$ cat src/hdl/animated_sprite_slot_pool_core_assert.svh
// Assertion macros for the sprite slot pool.
`ifndef ANIMATED_SPRITE_SLOT_POOL_CORE_ASSERT_SVH
`define ANIMATED_SPRITE_SLOT_POOL_CORE_ASSERT_SVH

`ifndef ASSERT_OFF
// Check a property on every clock edge outside reset.
`define ASP_ASSERT(name, clk, rstn, prop, msg) \
  name: assert property (@(posedge clk) disable iff (!rstn) prop) else $error(msg);
// Check a property on every clock edge, reset included.
`define ASP_ASSERT_ALWAYS(name, clk, prop, msg) \
  name: assert property (@(posedge clk) prop) else $error(msg);
`else
`define ASP_ASSERT(name, clk, rstn, prop, msg)
`define ASP_ASSERT_ALWAYS(name, clk, prop, msg)
`endif

`endif

$ cat src/hdl/asp_pkg.sv
package asp_pkg;

  localparam int SLOT_COUNT_DEF = 16;
  localparam int MAX_RESULTS    = 16;
  localparam int CNT_W          = $clog2(MAX_RESULTS + 1);

  localparam int REQ_W   = 2;
  localparam int RESP_W  = 2;
  localparam int KIND_W  = 2;
  localparam int POS_W   = 16;
  localparam int IDX_W   = 4;
  localparam int TICK_W  = 6;
  localparam int FRAME_W = 4;
  localparam int SCALE_W = 9;
  localparam int RECIP_W = 10;
  localparam int PROD_W  = TICK_W + RECIP_W;

  localparam logic [REQ_W-1:0] REQ_ADD   = 2'd0;
  localparam logic [REQ_W-1:0] REQ_TICK  = 2'd1;
  localparam logic [REQ_W-1:0] REQ_CLEAR = 2'd2;

  localparam logic [RESP_W-1:0] RESP_ADD   = 2'd0;
  localparam logic [RESP_W-1:0] RESP_DRAW  = 2'd1;
  localparam logic [RESP_W-1:0] RESP_NONE  = 2'd2;
  localparam logic [RESP_W-1:0] RESP_CLEAR = 2'd3;

  // Commands from the controller to the datapath.
  typedef struct packed {
    logic add_go;
    logic tick_go;
    logic clear;
    logic add_step;
    logic tick_step;
    logic tick_finish;
  } cmd_t;

  // Status from the datapath to the controller.
  typedef struct packed {
    logic last_slot;
    logic free_hit;
  } sts_t;

  function automatic logic [FRAME_W-1:0] kind_frames(input logic [KIND_W-1:0] k);
    logic [FRAME_W-1:0] f;
    unique case (k)
      2'd0: f = 4'd8;
      2'd1: f = 4'd9;
      2'd2: f = 4'd10;
      2'd3: f = 4'd8;
      default: f = 4'd8;
    endcase
    return f;
  endfunction

  function automatic logic [SCALE_W-1:0] kind_scale(input logic [KIND_W-1:0] k);
    logic [SCALE_W-1:0] s;
    unique case (k)
      2'd0: s = 9'd77;
      2'd1: s = 9'd256;
      2'd2: s = 9'd256;
      2'd3: s = 9'd192;
      default: s = 9'd256;
    endcase
    return s;
  endfunction

  // Reciprocal of ticks per frame in units of 1/1024; exact for 6-bit counts.
  function automatic logic [RECIP_W-1:0] kind_recip(input logic [KIND_W-1:0] k);
    logic [RECIP_W-1:0] r;
    unique case (k)
      2'd0: r = 10'd171;
      2'd1: r = 10'd205;
      2'd2: r = 10'd512;
      2'd3: r = 10'd342;
      default: r = 10'd512;
    endcase
    return r;
  endfunction

  // Tick count divided by ticks per frame, full width.
  function automatic logic [TICK_W-1:0] frame_of(input logic [KIND_W-1:0] k,
                                                 input logic [TICK_W-1:0] t);
    logic [PROD_W-1:0] p;
    p = PROD_W'(t) * PROD_W'(kind_recip(k));
    return p[PROD_W-1:RECIP_W];
  endfunction

endpackage

$ cat src/hdl/asp_ctrl.sv
module asp_ctrl (
  input  logic                      clk_i,
  input  logic                      rst_ni,
  input  logic                      start,
  input  logic [asp_pkg::REQ_W-1:0] req_type_i,
  input  asp_pkg::sts_t             sts_i,
  output asp_pkg::cmd_t             cmd_o,
  output logic                      busy
);
  import asp_pkg::*;

  localparam logic [1:0] S_IDLE     = 2'd0;
  localparam logic [1:0] S_ADD      = 2'd1;
  localparam logic [1:0] S_TICK     = 2'd2;
  localparam logic [1:0] S_TICK_END = 2'd3;

  logic [1:0] st_q, st_d;

  always_comb begin
    st_d  = st_q;
    cmd_o = '0;
    unique case (st_q)
      S_IDLE: begin
        if (start) begin
          unique case (req_type_i)
            REQ_ADD: begin
              cmd_o.add_go = 1'b1;
              st_d         = S_ADD;
            end
            REQ_TICK: begin
              cmd_o.tick_go = 1'b1;
              st_d          = S_TICK;
            end
            REQ_CLEAR: cmd_o.clear = 1'b1;
            default: ;
          endcase
        end
      end
      S_ADD: begin
        cmd_o.add_step = 1'b1;
        if (sts_i.free_hit || sts_i.last_slot) st_d = S_IDLE;
      end
      S_TICK: begin
        cmd_o.tick_step = 1'b1;
        if (sts_i.last_slot) st_d = S_TICK_END;
      end
      S_TICK_END: begin
        cmd_o.tick_finish = 1'b1;
        st_d              = S_IDLE;
      end
      default: st_d = S_IDLE;
    endcase
  end

  always_ff @(posedge clk_i or negedge rst_ni) begin
    if (!rst_ni) begin
      st_q <= S_IDLE;
    end else begin
      st_q <= st_d;
    end
  end

  assign busy = (st_q != S_IDLE);

endmodule

$ cat src/hdl/asp_datapath.sv
`include "animated_sprite_slot_pool_core_assert.svh"

module asp_datapath #(
  parameter int SLOT_COUNT = asp_pkg::SLOT_COUNT_DEF
) (
  input  logic                        clk_i,
  input  logic                        rst_ni,
  input  asp_pkg::cmd_t               cmd_i,
  output asp_pkg::sts_t               sts_o,
  input  logic [asp_pkg::KIND_W-1:0]  effect_kind_i,
  input  logic signed [asp_pkg::POS_W-1:0] pos_x_i,
  input  logic signed [asp_pkg::POS_W-1:0] pos_y_i,
  output logic                        strobe_o,
  output logic [asp_pkg::RESP_W-1:0]  resp_kind_o,
  output logic [asp_pkg::IDX_W-1:0]   slot_index_o,
  output logic                        pool_full_o,
  output logic signed [asp_pkg::POS_W-1:0] draw_x_o,
  output logic signed [asp_pkg::POS_W-1:0] draw_y_o,
  output logic [asp_pkg::KIND_W-1:0]  draw_kind_o,
  output logic [asp_pkg::FRAME_W-1:0] frame_number_o,
  output logic [asp_pkg::SCALE_W-1:0] scale_q8_o,
  output logic                        last_item_o
);
  import asp_pkg::*;

  localparam int PW     = (SLOT_COUNT > 1) ? $clog2(SLOT_COUNT) : 1;
  localparam int ATTR_W = KIND_W + 2 * POS_W;

  // Slot storage: busy bits in flops, the rest in memories read one slot ahead.
  logic [SLOT_COUNT-1:0] busy_q, busy_d;
  logic [TICK_W-1:0]     tick_mem [SLOT_COUNT];
  logic [ATTR_W-1:0]     attr_mem [SLOT_COUNT];
  logic [TICK_W-1:0]     tick_rd_q;
  logic [ATTR_W-1:0]     attr_rd_q;

  logic [PW-1:0]     ptr_q, ptr_d, rd_addr;
  logic              last_slot, cur_busy;

  logic [KIND_W-1:0] req_kind_q;
  logic [POS_W-1:0]  req_x_q, req_y_q;

  logic [KIND_W-1:0] rd_kind;
  logic [POS_W-1:0]  rd_x, rd_y;
  logic [TICK_W-1:0] tick_new, frame_full;
  logic              slot_done, listed, add_hit, wr_add, wr_tick;

  // Draw item held back until it is known whether it is the final one.
  logic              pend_vld_q, pend_vld_d;
  logic [IDX_W-1:0]  pend_idx_q;
  logic [POS_W-1:0]  pend_x_q, pend_y_q;
  logic [KIND_W-1:0] pend_kind_q;
  logic [FRAME_W-1:0] pend_frame_q;
  logic [CNT_W-1:0]  cnt_q, cnt_d;

  logic               strobe_q, strobe_d;
  logic [RESP_W-1:0]  resp_q, resp_d;
  logic [IDX_W-1:0]   idx_q, idx_d;
  logic               full_q, full_d;
  logic [POS_W-1:0]   x_q, x_d, y_q, y_d;
  logic [KIND_W-1:0]  kind_q, kind_d;
  logic [FRAME_W-1:0] frame_q, frame_d;
  logic [SCALE_W-1:0] scale_q, scale_d;
  logic               last_q, last_d;

  assign last_slot = (ptr_q == PW'(SLOT_COUNT - 1));
  assign cur_busy  = busy_q[ptr_q];
  assign {rd_kind, rd_x, rd_y} = attr_rd_q;

  assign add_hit    = cmd_i.add_step && !cur_busy;
  assign wr_add     = add_hit;
  assign tick_new   = tick_rd_q + TICK_W'(1);
  assign frame_full = frame_of(rd_kind, tick_new);
  assign slot_done  = (frame_full >= TICK_W'(kind_frames(rd_kind)));
  assign wr_tick    = cmd_i.tick_step && cur_busy;
  assign listed     = wr_tick && !slot_done && (cnt_q < CNT_W'(MAX_RESULTS));

  assign sts_o.last_slot = last_slot;
  assign sts_o.free_hit  = add_hit;

  always_comb begin
    if (cmd_i.add_go || cmd_i.tick_go || last_slot) begin
      rd_addr = '0;
    end else begin
      rd_addr = ptr_q + PW'(1);
    end
    ptr_d = ptr_q;
    if (cmd_i.add_go || cmd_i.tick_go) begin
      ptr_d = '0;
    end else if (cmd_i.add_step || cmd_i.tick_step) begin
      ptr_d = ptr_q + PW'(1);
    end
  end

  always_ff @(posedge clk_i) begin
    if (wr_add) begin
      tick_mem[ptr_q] <= '0;
      attr_mem[ptr_q] <= {req_kind_q, req_x_q, req_y_q};
    end else if (wr_tick) begin
      tick_mem[ptr_q] <= tick_new;
    end
    tick_rd_q <= tick_mem[rd_addr];
    attr_rd_q <= attr_mem[rd_addr];
  end

  always_comb begin
    busy_d = busy_q;
    if (cmd_i.clear) begin
      busy_d = '0;
    end else if (wr_add) begin
      busy_d[ptr_q] = 1'b1;
    end else if (wr_tick && slot_done) begin
      busy_d[ptr_q] = 1'b0;
    end
  end

  always_comb begin
    pend_vld_d = pend_vld_q;
    cnt_d      = cnt_q;
    if (cmd_i.tick_go) begin
      pend_vld_d = 1'b0;
      cnt_d      = '0;
    end else if (listed) begin
      pend_vld_d = 1'b1;
      cnt_d      = cnt_q + CNT_W'(1);
    end
  end

  always_comb begin
    strobe_d = 1'b0;
    resp_d   = RESP_ADD;
    idx_d    = '0;
    full_d   = 1'b0;
    x_d      = '0;
    y_d      = '0;
    kind_d   = '0;
    frame_d  = '0;
    scale_d  = '0;
    last_d   = 1'b1;
    priority if (cmd_i.clear) begin
      strobe_d = 1'b1;
      resp_d   = RESP_CLEAR;
    end else if (add_hit) begin
      strobe_d = 1'b1;
      idx_d    = IDX_W'(ptr_q);
    end else if (cmd_i.add_step && last_slot) begin
      strobe_d = 1'b1;
      full_d   = 1'b1;
    end else if ((listed || cmd_i.tick_finish) && pend_vld_q) begin
      // a later draw item exists unless the pass is over
      strobe_d = 1'b1;
      resp_d   = RESP_DRAW;
      idx_d    = pend_idx_q;
      x_d      = pend_x_q;
      y_d      = pend_y_q;
      kind_d   = pend_kind_q;
      frame_d  = pend_frame_q;
      scale_d  = kind_scale(pend_kind_q);
      last_d   = cmd_i.tick_finish;
    end else if (cmd_i.tick_finish) begin
      strobe_d = 1'b1;
      resp_d   = RESP_NONE;
    end else begin
      strobe_d = 1'b0;
    end
  end

  always_ff @(posedge clk_i or negedge rst_ni) begin
    if (!rst_ni) begin
      busy_q     <= '0;
      ptr_q      <= '0;
      pend_vld_q <= 1'b0;
      cnt_q      <= '0;
      strobe_q   <= 1'b0;
    end else begin
      busy_q     <= busy_d;
      ptr_q      <= ptr_d;
      pend_vld_q <= pend_vld_d;
      cnt_q      <= cnt_d;
      strobe_q   <= strobe_d;
    end
  end

  always_ff @(posedge clk_i) begin
    if (cmd_i.add_go) begin
      req_kind_q <= effect_kind_i;
      req_x_q    <= pos_x_i;
      req_y_q    <= pos_y_i;
    end
    if (listed) begin
      pend_idx_q   <= IDX_W'(ptr_q);
      pend_x_q     <= rd_x;
      pend_y_q     <= rd_y;
      pend_kind_q  <= rd_kind;
      pend_frame_q <= frame_full[FRAME_W-1:0];
    end
    resp_q  <= resp_d;
    idx_q   <= idx_d;
    full_q  <= full_d;
    x_q     <= x_d;
    y_q     <= y_d;
    kind_q  <= kind_d;
    frame_q <= frame_d;
    scale_q <= scale_d;
    last_q  <= last_d;
  end

  assign strobe_o       = strobe_q;
  assign resp_kind_o    = resp_q;
  assign slot_index_o   = idx_q;
  assign pool_full_o    = full_q;
  assign draw_x_o       = x_q;
  assign draw_y_o       = y_q;
  assign draw_kind_o    = kind_q;
  assign frame_number_o = frame_q;
  assign scale_q8_o     = scale_q;
  assign last_item_o    = last_q;

  `ASP_ASSERT(a_cnt_bound, clk_i, rst_ni, cnt_q <= CNT_W'(MAX_RESULTS), "draw count overran")
  `ASP_ASSERT(a_full_on_add, clk_i, rst_ni, full_q |-> resp_q == RESP_ADD, "full flag off an add")
  `ASP_ASSERT(a_finish_last, clk_i, rst_ni, cmd_i.tick_finish |=> strobe_q && last_q, "no final item")
  `ASP_ASSERT_ALWAYS(a_reset_quiet, clk_i, !rst_ni |=> !strobe_q, "strobe after reset")

endmodule

$ cat src/hdl/animated_sprite_slot_pool_core.sv
// Add: slots are searched from slot 0 and the first free one is taken and reported;
//   a full pool answers at the last slot; the next start is taken as the result shows.
// Tick: one slot per cycle through the slot memory read port; a draw item is held
//   until the next is listed or the pass ends; the last comes with the next start.
// Clear: result on the next cycle, a new start taken every cycle.
// Results cannot be stalled. Reset frees all slots and idles the controller.
module animated_sprite_slot_pool_core #(
  parameter int SLOT_COUNT = asp_pkg::SLOT_COUNT_DEF
) (
  input  logic                             clk_i,
  input  logic                             rst_ni,
  input  logic                             start,
  output logic                             busy,
  input  logic [asp_pkg::REQ_W-1:0]        req_type_i,
  input  logic [asp_pkg::KIND_W-1:0]       effect_kind_i,
  input  logic signed [asp_pkg::POS_W-1:0] pos_x_i,
  input  logic signed [asp_pkg::POS_W-1:0] pos_y_i,
  output logic                             strobe_o,
  output logic [asp_pkg::RESP_W-1:0]       resp_kind_o,
  output logic [asp_pkg::IDX_W-1:0]        slot_index_o,
  output logic                             pool_full_o,
  output logic signed [asp_pkg::POS_W-1:0] draw_x_o,
  output logic signed [asp_pkg::POS_W-1:0] draw_y_o,
  output logic [asp_pkg::KIND_W-1:0]       draw_kind_o,
  output logic [asp_pkg::FRAME_W-1:0]      frame_number_o,
  output logic [asp_pkg::SCALE_W-1:0]      scale_q8_o,
  output logic                             last_item_o
);
  import asp_pkg::*;

  cmd_t cmd;
  sts_t sts;

  asp_ctrl u_ctrl (
    .clk_i      (clk_i),
    .rst_ni     (rst_ni),
    .start      (start),
    .req_type_i (req_type_i),
    .sts_i      (sts),
    .cmd_o      (cmd),
    .busy       (busy)
  );

  asp_datapath #(
    .SLOT_COUNT (SLOT_COUNT)
  ) u_datapath (
    .clk_i          (clk_i),
    .rst_ni         (rst_ni),
    .cmd_i          (cmd),
    .sts_o          (sts),
    .effect_kind_i  (effect_kind_i),
    .pos_x_i        (pos_x_i),
    .pos_y_i        (pos_y_i),
    .strobe_o       (strobe_o),
    .resp_kind_o    (resp_kind_o),
    .slot_index_o   (slot_index_o),
    .pool_full_o    (pool_full_o),
    .draw_x_o       (draw_x_o),
    .draw_y_o       (draw_y_o),
    .draw_kind_o    (draw_kind_o),
    .frame_number_o (frame_number_o),
    .scale_q8_o     (scale_q8_o),
    .last_item_o    (last_item_o)
  );

endmodule

$ cat config.mk
export PLATFORM = sky130hd
export DESIGN_NAME = animated_sprite_slot_pool_core
export DESIGN_NICKNAME = d
export VERILOG_FILES = /design/src/hdl/asp_pkg.sv /design/src/hdl/asp_ctrl.sv /design/src/hdl/asp_datapath.sv /design/src/hdl/animated_sprite_slot_pool_core.sv
export VERILOG_INCLUDE_DIRS = /design/src /design/src/hdl
export SDC_FILE = /design/constraint.sdc
export NUM_CORES = 1
export LEC_CHECK = 0
export BUFFER_PORTS_ARGS = -buffer_cell sky130_fd_sc_hd__buf_4
export CAP_MARGIN = 20
export CORE_ASPECT_RATIO = 0.6
export CORE_MARGIN = 2
export CORE_UTILIZATION = 50
export CTS_BUF_LIST = sky130_fd_sc_hd__clkbuf_4 sky130_fd_sc_hd__clkbuf_8
export CTS_CLUSTER_DIAMETER = 120
export DETAILED_ROUTE_END_ITERATION = 10
export PLACE_DENSITY = 0.64
export SLEW_MARGIN = 20
export SYNTH_ARGS = -nofsm -noshare
export SYNTH_HDL_FRONTEND = slang
export SYNTH_SLANG_ARGS = --single-unit
$ cat constraint.sdc
create_clock -name clk_i -period 7.36 [get_ports clk_i]
set_input_delay 1.472 -clock clk_i [delete_from_list [all_inputs] [get_ports clk_i]]
set_output_delay 1.472 -clock clk_i [all_outputs]
set_load 0.02 [all_outputs]
# Yosys cells after proc, flatten, opt, wreduce, memory -nomap -nowiden
# Memory sizes are Yosys's and may differ from the RTL's. A register that Yosys moved wholly into a read port is not among the register bits.
# Index checks and enable logic that the tools add are counted.
[totals] reg_bits=160 mem_bits_rw=640 inputBits=39 output_inout_bits=57 wordCells=131 mem_count=2
[mem_list] memory="u_datapath.attr_mem" depth=16 word_bits=34 rd=1 rd_clocked_by_memory_dff=1 wr=1 line_no="asp_datapath.sv:32" text="logic [ATTR_W-1:0] attr_mem [SLOT_COUNT];"
[mem_list] memory="u_datapath.tick_mem" depth=16 word_bits=6 rd=1 rd_clocked_by_memory_dff=1 wr=1 line_no="asp_datapath.sv:31" text="logic [TICK_W-1:0] tick_mem [SLOT_COUNT];"
[op_classes] addsub=3 mul=1 n_lt_le_gt_ge=4 eq_ne=16 mux=49 bitwise=5 n_reduce_logical=28
[ops] operator="$mux W16" n=3
[ops] operator="$pmux W10 S4" n=1
[ops] operator="$pmux W9 S3" n=1
[ops] operator="$mux W4" n=6
[ops] operator="$mux W1" n=21
[ops] operator="$and A16 B16 Y16" n=1
[ops] operator="$mul A6 B10 Y16" n=1
[ops] operator="$not A16 Y16" n=1
[ops] operator="$or A16 B16 Y16" n=1
[ops] operator="$eq A2 B2 Y1 const B" n=7
[ops] operator="$mux W2" n=7
[ops] operator="$pmux W4 S3" n=1
[ops] operator="$mux W5" n=2
[ops] operator="$eq A2 B1 Y1 const B" n=4
[ops] operator="$logic_and A1 B1 Y1" n=8
[ops] operator="$logic_not A2 Y1" n=4
[ops] operator="$pmux W2 S4" n=1
[ops] operator="$add A6 B1 Y6 const B" n=1
[ops] operator="$ge A6 B4 Y1" n=1
[ops] operator="$mux W3" n=2
[ops] operator="$mux W6" n=1
[ops] operator="$reduce_bool A2 Y1" n=3
[ops] operator="$reduce_or A2 Y1" n=3
[ops] operator="$add A5 B1 Y5 const B" n=1
[ops] operator="18 further kinds" n=24

# Logic depth before layout (Yosys ltp)
# Gate-level depths: netlist of run 1.
[logic_depth] ltp_word=13 ltp_mapped=27 mapped_depth_nobuf=26

# Hierarchy
# A second synthesis of run 1 with hierarchy kept.
[unflattened] hier_cells=2179 area_unflattened_um2=31951.9
[modules_own_cells] mod="asp_datapath" instances=1 cells_each=2162 area_each_um2=31800.5 seq_area_each_um2=23978.0
[modules_own_cells] mod="asp_ctrl" instances=1 cells_each=17 area_each_um2=151.4 seq_area_each_um2=50.0

# Least setup slack after synthesis of run 1
# OpenSTA, ideal clock, no wires.
[synth_timing] kind="flip-flop to flip-flop" startpoint="register u_datapath.tick_rd_q[0], read port of u_datapath.tick_mem" endpoint="register u_datapath.pend_frame_q[0] (enable)" setup_time_ps=399 arrival_time_ps=6071 required_time_ps=6961 path_slack_ps=891 path_stages_with_launch=23 path_buffers=1 period_less_slack_ps=6469 cell_sequence="dfxtp_1 -> ha_1 -> nand3_1 -> xor2_1 -> nor2_1 -> inv_1 -> fa_1 -> inv_1 -> fa_1 -> inv_1 -> fa_1 -> inv_1 -> ha_1 -> nand3_1 -> or4_4 -> a21bo_2 -> nand2_1 -> xor2_1 -> ha_1 -> a221o_1 -> a2111o_1 -> buf_6 -> inv_1"
[synth_via] elab_chain_cells=6
[synth_rtl] element="start, declared" line_no="asp_datapath.sv:33" text="logic [TICK_W-1:0] tick_rd_q;"
[synth_rtl] element="$add A6 B1 Y6" line_no="asp_datapath.sv:71" text="assign tick_new = tick_rd_q + TICK_W'(1);"
[synth_rtl] element="$mul A6 B10 Y16" line_no="asp_pkg.sv:84" text="p = PROD_W'(t) * PROD_W'(kind_recip(k));"
[synth_rtl] element="named net u_datapath.frame_full[1]" line_no="asp_datapath.sv:44" text="logic [TICK_W-1:0] tick_new, frame_full;"
[synth_rtl] element="$ge A6 B4 Y1" line_no="asp_datapath.sv:73" text="assign slot_done = (frame_full >= TICK_W'(kind_frames(rd_kind)));"
[synth_rtl] element="$logic_not A1 Y1" line_no="asp_datapath.sv:75" text="assign listed = wr_tick && !slot_done && (cnt_q < CNT_W'(MAX_RESULTS));"
[synth_rtl] element="$logic_and A1 B1 Y1 (2 in a row)" line_no="asp_datapath.sv:75"
[synth_rtl] element="named net u_datapath.listed" line_no="asp_datapath.sv:45" text="logic slot_done, listed, add_hit, wr_add, wr_tick;"
[synth_rtl] element="end signal, assigned" line_no="asp_datapath.sv:194" text="pend_frame_q <= frame_full[FRAME_W-1:0];"
[synth_rtl] element="end, declared" line_no="asp_datapath.sv:52" text="logic [FRAME_W-1:0] pend_frame_q;"
# The timed path passes the listed nets, and every way through them passes these cells.
# A chain may end at the register's enable or synchronous reset.

# Worst setup path after layout of run 1
[layout_timing] startpoint="register u_datapath.attr_rd_q[32], read port of u_datapath.attr_mem" endpoint="register u_datapath.x_q[6] (netlist: u_datapath.draw_x_o[6])"
[layout_via] elab_chain_cells=11 word_cells_on_any_way=16 cone_classes="mul: 1; order compare: 1; eq/ne: 3; mux: 2; bitwise: 1; reduce/logical: 8"
[layout_rtl] element="start, declared" line_no="asp_datapath.sv:34" text="logic [ATTR_W-1:0] attr_rd_q;"
[layout_rtl] element="$eq A2 B2 Y1, or another cell as far along" line_no="asp_pkg.sv:70" text="unique case (k)"
[layout_rtl] element="$pmux W10 S4 (*)" line_no="asp_pkg.sv:70"
[layout_rtl] element="$mul A6 B10 Y16 (*)" line_no="asp_pkg.sv:84"
[layout_rtl] element="named net u_datapath.frame_full[1]" line_no="asp_datapath.sv:44"
[layout_rtl] element="$ge A6 B4 Y1 (*)" line_no="asp_datapath.sv:73"
[layout_rtl] element="$logic_not A1 Y1 (*)" line_no="asp_datapath.sv:75"
[layout_rtl] element="$logic_and A1 B1 Y1 (*) (2 in a row)" line_no="asp_datapath.sv:75"
[layout_rtl] element="$logic_or A1 B1 Y1 (*)" line_no="asp_datapath.sv:148" text="end else if ((listed || cmd_i.tick_finish) && pend_vld_q) begin"
[layout_rtl] element="$logic_and A1 B1 Y1 (*)" line_no="asp_datapath.sv:148"
[layout_rtl] element="$not A1 Y1 (no line) (*)"
[layout_rtl] element="$reduce_or A4 Y1 (no line) (*)"
[layout_rtl] element="end signal, assigned" line_no="asp_datapath.sv:199" text="x_q <= x_d;"
[layout_rtl] element="end, declared" line_no="asp_datapath.sv:59" text="logic [POS_W-1:0] x_q, x_d, y_q, y_d;"
# Mark *: on every way through the listed nets, which the timed path passes. The rest lies on a longest branch. The select of a mux whose other input is x is not followed.

==> results of run 1 <==
layout by cell type, fill, tap and decap left out, types with 43 or more instances in the layout:
cell type	netlist	layout
buf_4	5	127
dfxtp_1	90	90
clkbuf_4	0	45
and3_1	87	85
nand2_1	443	441
clkbuf_8	0	123
inv_1	60	59
and2_1	53	52
a21oi_1	96	96
ha_1	43	43
edfxtp_1	716	716
o21ai_0	153	153
nor2_1	148	126
a31oi_1	93	93
nor3_1	161	160
power groups by stage:
stage	clock, W	combinational, W	sequential (W)
after CTS	0.00365	0.00803	0.00606
final	0.00358	0.00816	0.00606
after global placement	0	0.00787	0.00614
after detailed placement	0	0.00799	0.00616
after floorplan	0	0.00545	0.00606
after global routing	0.00386	0.00894	0.00610
sequential cells by signal, summed over array words and instances (netlist names), 6 cells and up:
name                  flops
u_datapath.attr_mem     544
u_datapath.tick_mem      96
u_datapath.attr_rd_q     34
u_datapath.busy_q        16
u_datapath.draw_x_o      16
u_datapath.draw_y_o      16
u_datapath.pend_x_q      16
u_datapath.pend_y_q      16
u_datapath.req_x_q       16
u_datapath.req_y_q       16
u_datapath.tick_rd_q      6
final cells by class:
class	count	share of cell area
Antenna cell	1	0.0000667
Clock buffer	168	0.0541
Clock inverter	42	0.00744
Inverter	60	0.00600
Multi-Input combinational cell	1521	0.233
Sequential cell	835	0.640
Tap cell	900	0.0300
Timing Repair Buffer	134	0.0291
kinds of logic after synthesis:
family                   synth area share
AO/OA/AOI/OAI                      0.0891
flip-flops                          0.718
AND/OR/NAND/NOR                     0.123
buffers and inverters              0.0277
adder cells (fa/ha/maj)            0.0340
XOR/XNOR                          0.00392
multiplexers                      0.00392
other                            0.000112
path summary, 6_finish.rpt:
| path | from | end | slack [ns] | cells after the start |
|---|---|---|---|---|
| setup / recovery | u_datapath.attr_rd_q[32] | u_datapath.draw_x_o[6] | 0.54 | 19 |
| hold / removal | u_datapath.attr_rd_q[3] | u_datapath.pend_y_q[3] | 0.39 | 0 |
| setup reg to reg | u_datapath.attr_rd_q[32] | u_datapath.draw_x_o[6] | 0.54 | 19 |
| hold reg to reg | u_datapath.attr_rd_q[3] | u_datapath.pend_y_q[3] | 0.39 | 0 |
| min in group asynchronous | rst_ni | u_ctrl.st_q[0] | 0.65 | 1 |
| max in group asynchronous | rst_ni | u_datapath.ptr_q[3] | 6.42 | 1 |
routing by layer:
| layer | vias to the layer above | global-route usage | part of all wire |
|---|---|---|---|
| li1 | 9634 | - | - |
| met1 | 10796 | 0.393 | 0.45 |
| met2 | 1148 | 0.376 | 0.43 |
| met3 | 128 | 0.0533 | 0.10 |
| met4 | 0 | 0.0638 | 0.018 |
| met5 | - | 0 | 0 |
worst reg2reg max path: stages (launching register included):
cell and delay, ns:
dfxtp_1 0.45, inv_1 0.13, ha_1 0.33, o21ai_0 0.61, fa_1 0.59, inv_1 0.09
ha_1 0.23, fa_1 0.44, ha_1 0.28, or3b_1 0.41, or4_4 0.52, a21bo_2 0.26
nand2_1 0.08, xor2_1 0.20, ha_1 0.27, a221o_1 0.35, a2111o_1 0.60, a21oi_4 0.31
buf_4 0.40, and2_1 0.20
through the flow:
stage               utilization  instances  setup WS, ns  hold slack [ns]  power (W)
global placement          0.532       3450         0.775            0.388     0.0140
global route              0.567       3660         0.125            0.403     0.0189
finish                    0.567       3661         0.542            0.393     0.0178
floorplan                     -       2594         0.891            0.386     0.0115
CTS                       0.567       3660         0.559            0.398     0.0177
detailed placement        0.532       3450         0.607            0.389     0.0141
==> results.md, run 1 <==
- Sw frac: 0.415
- Fraction of layout cells with a size suffix above 1: 0.132
- Power Dens Cells: between 400 and 500 mW/mm^2
- CTS tree: done
- Dpl hpwl: roughly 47 mm
- CP startpoint kind: flip-flop
- Ys flop type: edfxtp_1
- Worst path arrival time: 7.49 ns
- Max Fclk: 0.147 GHz
- CP Data Required Time: around 8.0 ns
- Number of setup buffers added after CTS: 0
- Post-DR wirelength/cell: roughly 24 microns
- Pint: 0.0104 W
- Worst vdd ir: 0.429 mV
- Port bufs: between 90 and 100
- Root buf cell: clkbuf_8
- Vias: 21706
- Post-synth top area share: 0.642
- Post-CTS sizing: 0
- Final design area excluding fillers: roughly 0.038 sq mm
- Core Rows: 73
- Clk_skew: between 0.03 and 0.04 ns
- Total gr overflow: 0
- #FFs+latches synth: approximately 840
- Clk network pwr share: 0.201
- Crit-path cells: inv_1 -> ha_1 -> o21ai_0 -> fa_1 -> inv_1 -> ha_1 -> fa_1 -> ha_1 -> or3b_1 -> or4_4 -> a21bo_2 -> nand2_1 -> xor2_1 -> ha_1 -> a221o_1 -> a2111o_1 -> a21oi_4 -> buf_4 -> and2_1
- Post-synthesis async set-or-reset flop share: 0.0347
- Combinational share of power: 0.458
- Antenna violations before repair: 3
- Slew at the pin closest to its max-slew limit: 1.34 ns
- Post-synth top area cell: edfxtp_1
- Worst path max stage delay: 0.61 ns
- Die Y: 204 microns
- Largest net degree at the start of global routing: approximately 160
- Clock Pin Slew Worst Setup and Hold Paths: about 0.060 ns
- # setup viols final: 0
- Hold Vio Cnt, Final: 0
- Mapped Cells: 2592
- CTS Hold Bufs: 0
- Seq/Total Area, Yosys: 0.718
- Detailed Routing Iterations Pass 1: 5
- CP endpoint kind: flip-flop
- Die span in x: approximately 340 microns
- Final ANT Viol Nets: 0
- CTS Sinks: around 840
- Top cells by area, synth: edfxtp_1 (64%), dfxtp_1 (5.4%), nand2_1 (5.0%)
- Fin crit share: 0.926
- Area Growth Syn to Fin: 12.1%
- Fin Setup TNS: 0 ns
- Slowest CP cell: o21ai_0
- I/O pin cnt: 96
- Layout fillers: between 5000 and 6000
- Sequential share of power: 0.341
- Worst rel slew slack: 0.106
- Htree depth: 3
- Post-synth cell types: 55
- LEAKAGE: 13.2 nW
- Register area: roughly 0.024 sq mm
- Fin nets: 2779
- EDFF count, synth: approximately 720
- Vias/cell: around 6
- Global-route wire length before repair: roughly 130 mm
- Num CTS Buffers: approximately 120
- Min Tclk post-route: between 6 and 7 ns
- Total Die Area: roughly 0.07 sq mm
- Buffers and inverters on the worst path: 3
- Max clock buf depth: 3
- Core box area: 0.0662 sq mm
- Total Routing Usage GR: 0.257
- Gpl congestion: between 0.8 and 0.9
- Total wire length: 88.2 mm
- Initial Utilization: 0.506
- Yosys warns: 0
- CP max FO: 36
- Post-Synthesis Cell Area: 0.0335 sq mm
- Most instantiated library cell after synthesis: edfxtp_1
- Placed cell area: around 0.035 sq mm
- Sw Pwr: 0.00738 W
- Max-Cap Viols: 0
- RSZ-0062 raised after global routing: no
- Most used cell, CP: ha_1
- # DRC: 0
- Vias in the first global route: 21132
- Hold Crit Class: flip-flop to flip-flop
- Avg Cell Area, Syn: approximately 13 sq um
- Critical path type: flip-flop to flip-flop
- Detailed Route Iter0 Violations: ~2600
- Top delay family on crit path: adder cells
- Multi-input gate area in the final layout: slightly below 0.009 sq mm
- Synth cell count leaders: edfxtp_1 (716), nand2_1 (443), nor3_1 (161)
- Fin. max-slew vios: 0
- Worst-skew pair later-pin latency: 0.75 ns
- Status: complete, no violations
Note: power is estimated with default switching activity, not from simulation.
==> run 2, diff against run 1 <==
- CORE_UTILIZATION: 50 -> 60
- PLACE_DENSITY: 0.64 -> 0.75
- SKIP_LAST_GASP: unset -> 1
==> results.md, run 2 (synthesis results as in run 1) <==
- Layout fillers: 3880 (-27%)
- Total Die Area: 0.0578 sq mm (-16%)
- Commonest non-fill, non-tap cell in the layout: edfxtp_1
- Root buf cell: clkbuf_8
- Detailed Routing Iterations Pass 1: 6 (+1)
- R2R setup slack: 0.64 ns (+0.09 ns)
- Worst path arrival time: 7.34 ns (-0.15 ns)
- Htree depth: 3 (unchanged)
- RSZ-0062 raised after global routing: no
- Fraction of layout cells with a size suffix above 1: 0.138 (+0.00668)
- Clk_skew: 0.0601 ns (+0.0280 ns)
- Worst rel slew slack: 0.274 (+0.168)
- Fin crit share: 0.913 (-0.0129)
- M3 GR Usage: 0.0622 (+0.00888)
- Status: complete, no violations
- Vias in the first global route: 21063 (-0.33%)
- Post-CTS sizing: 0 (unchanged)
- # setup viols final: 0 (unchanged)
- Vias: 21949 (+1.1%)
- Num CTS Buffers: 113 (-1.7%)
- Sequential share of power: 0.341 (about the same)
- Port bufs: 92 (unchanged)
- Dpl hpwl: 47.7 mm (+2.4%)
- Register area: 0.0240 sq mm (unchanged)
- Global-route wire length before repair: 129 mm (-2.4%)
- CP Data Required Time: 7.98 ns (-0.05 ns)
- Pint: 0.0105 W (+0.82%)
- Power Dens Cells: 477 mW/mm^2 (+0.51%)
- I/O pin cnt: 96 (unchanged)
- Max Fclk: 0.149 GHz (+1.4%)
- Multi-input gate area in the final layout: 0.00875 sq mm (+0.11%)
- Total Routing Usage GR: 0.299 (+0.0425)
- Max-Cap Viols: 0 (unchanged)
- Most frequent cells in the layout: edfxtp_1 (716), nand2_1 (441), nor3_1 (160)
- Sw frac: 0.412 (-0.00263)
- CP endpoint kind: flip-flop
- Total wire length: 86.5 mm (-2.0%)
- Post-layout util: 0.675 (+0.109)
- Number of setup buffers added after CTS: 0 (unchanged)
- Post-DR wirelength/cell: 24.5 microns (+1.8%)
- Largest net degree at the start of global routing: 144 (-11%)
- CTS Hold Bufs: 0 (unchanged)
- Antenna violations before repair: 4 (+1)
- Sw Pwr: 0.00736 W (-0.27%)
- Final ANT Viol Nets: 0 (unchanged)
- CP max FO: 38 (+5.6%)
- End of the worst register-to-register path: u_datapath.draw_x_o[7]
- Setup crit end: u_datapath.draw_x_o[7]
- Hold Vio Cnt, Final: 0 (unchanged)
- CTS tree: done
- Biggest register: u_datapath.attr_mem
- Worst-skew pair later-pin latency: 0.73 ns (-0.02 ns)
- Core Rows: 67 (-8.2%)
- Fin. max-slew vios: 0 (unchanged)
- Core box area: 0.0555 sq mm (-16%)
- CTS Sinks: 835 (unchanged)
- Die span in x: 309 microns (-8.6%)
- PnR worst setup slack: 0.637 ns (+0.0946 ns)
- Hold Crit Class: flip-flop to flip-flop
- Area Growth Syn to Fin: 11.9%
- Crit path from: u_datapath.attr_rd_q[32]
- Initial Utilization: 0.603 (+0.0977)
- Clock Pin Slew Worst Setup and Hold Paths: 0.07 ns (about the same)
- LEAKAGE: 13.3 nW (+0.61%)
- Fin Setup TNS: 0 ns (unchanged)
- Clk network pwr share: 0.206 (+0.005)
- Met2 track demand over resource: 0.413 (+0.0370)
- CP startpoint kind: flip-flop
- Hold WS: 0.387 ns (-0.00634 ns)
- Top flop regs: u_datapath.attr_mem x544, u_datapath.tick_mem x96, u_datapath.attr_rd_q x34
- Gpl congestion: 0.839 (-2.5%)
- Max reg flops: 544 (unchanged)
- Detailed Route Iter0 Violations: 3233 (+24%)
- Hold Path Depth: 0 (unchanged)
- Worst vdd ir: 0.485 mV (+13%)
- FF-to-FF path depth: 19 (unchanged)
- Met1 usage: 0.485 (+0.0918)
- # DRC: 0 (unchanged)
- Vias/cell: 6.23 (+5.0%)
- Reg2reg start: u_datapath.attr_rd_q[32]
- GRT Max-Usage Layer: met1
- Die Y: 187 microns (-8.5%)
- Critical path type: flip-flop to flip-flop
- Slew at the pin closest to its max-slew limit: 1.09 ns (-0.256 ns)
- Fin nets: 2778 (-0.036%)
- Max clock buf depth: 3 (unchanged)
- Setup Slack @ Placement: 0.683 ns (+0.0760 ns)
- Min Tclk post-route: 6.72 ns (-0.0946 ns)
- Combinational share of power: 0.453 (-0.005)
- Total gr overflow: 0 (unchanged)
==> run 2: layout make-up <==
| type | instances | share of cell area |
|---|---|---|
| inverter | 60 | 0.00601 |
| sequential | 835 | 0.641 |
| clock inverter | 35 | 0.00634 |
| antenna | 2 | 0.000134 |
| timing repair buffer | 135 | 0.0291 |
| clock buffer | 178 | 0.0584 |
| multi-input combinational | 1521 | 0.233 |
| tap | 759 | 0.0253 |
==> run 2: worst max-delay path: stages (launching register included) <==
cell and delay, ns:
dfxtp_1 0.46, inv_1 0.13, ha_1 0.35, o21ai_0 0.56, fa_1 0.57, inv_1 0.08
ha_1 0.23, fa_1 0.44, ha_1 0.28, or3b_1 0.39, or4_4 0.52, a21bo_2 0.26
nand2_1 0.07, xor2_1 0.20, ha_1 0.26, a221o_1 0.34, a2111o_1 0.60, a21oi_4 0.29
buf_4 0.39, and2_1 0.19
==> run 2: per-layer routing <==
| metal | up-vias | share of wire |
|---|---|---|
| met2 | 1421 | 0.42 |
| met3 | 166 | 0.12 |
| met4 | 2 | 0.020 |
| li1 | 9639 | - |
| met1 | 10721 | 0.43 |
| met5 | - | 0.00015 |
==> run 2: power groups by stage <==
stage / registers [W] / clock network [W] / logic, W
after floorplan: 0.00606 / 0 / 0.00545
after global placement: 0.00616 / 0 / 0.00779
after detailed placement: 0.00618 / 0 / 0.00786
after CTS: 0.00609 / 0.00371 / 0.00792
after global routing: 0.00613 / 0.00393 / 0.00890
final: 0.00610 / 0.00368 / 0.00809
==> run 2: worst min-delay path by stage <==
stage / slack, ns / to / start
floorplan: 0.39 / u_datapath.pend_x_q[0] / u_datapath.attr_rd_q[16]
global placement: 0.39 / u_datapath.pend_x_q[7] / u_datapath.attr_rd_q[23]
detailed placement: 0.39 / u_datapath.pend_x_q[9] / u_datapath.attr_rd_q[25]
CTS: 0.38 / u_datapath.pend_x_q[10] / u_datapath.attr_rd_q[26]
global route: 0.41 / u_datapath.pend_x_q[10] / u_datapath.attr_rd_q[26]
finish: 0.39 / u_datapath.pend_x_q[10] / u_datapath.attr_rd_q[26]
==> run 2: stage by stage <==
stage	total power [W]	area (sq um)	std cells
3_3_place_gp	0.0140	35000	3310
5_1_grt	0.0190	37500	3523
2_1_floorplan	0.0115	33500	2594
6_report	0.0179	37500	3525
3_5_place_dp	0.0140	35000	3310
4_1_cts	0.0177	37400	3523
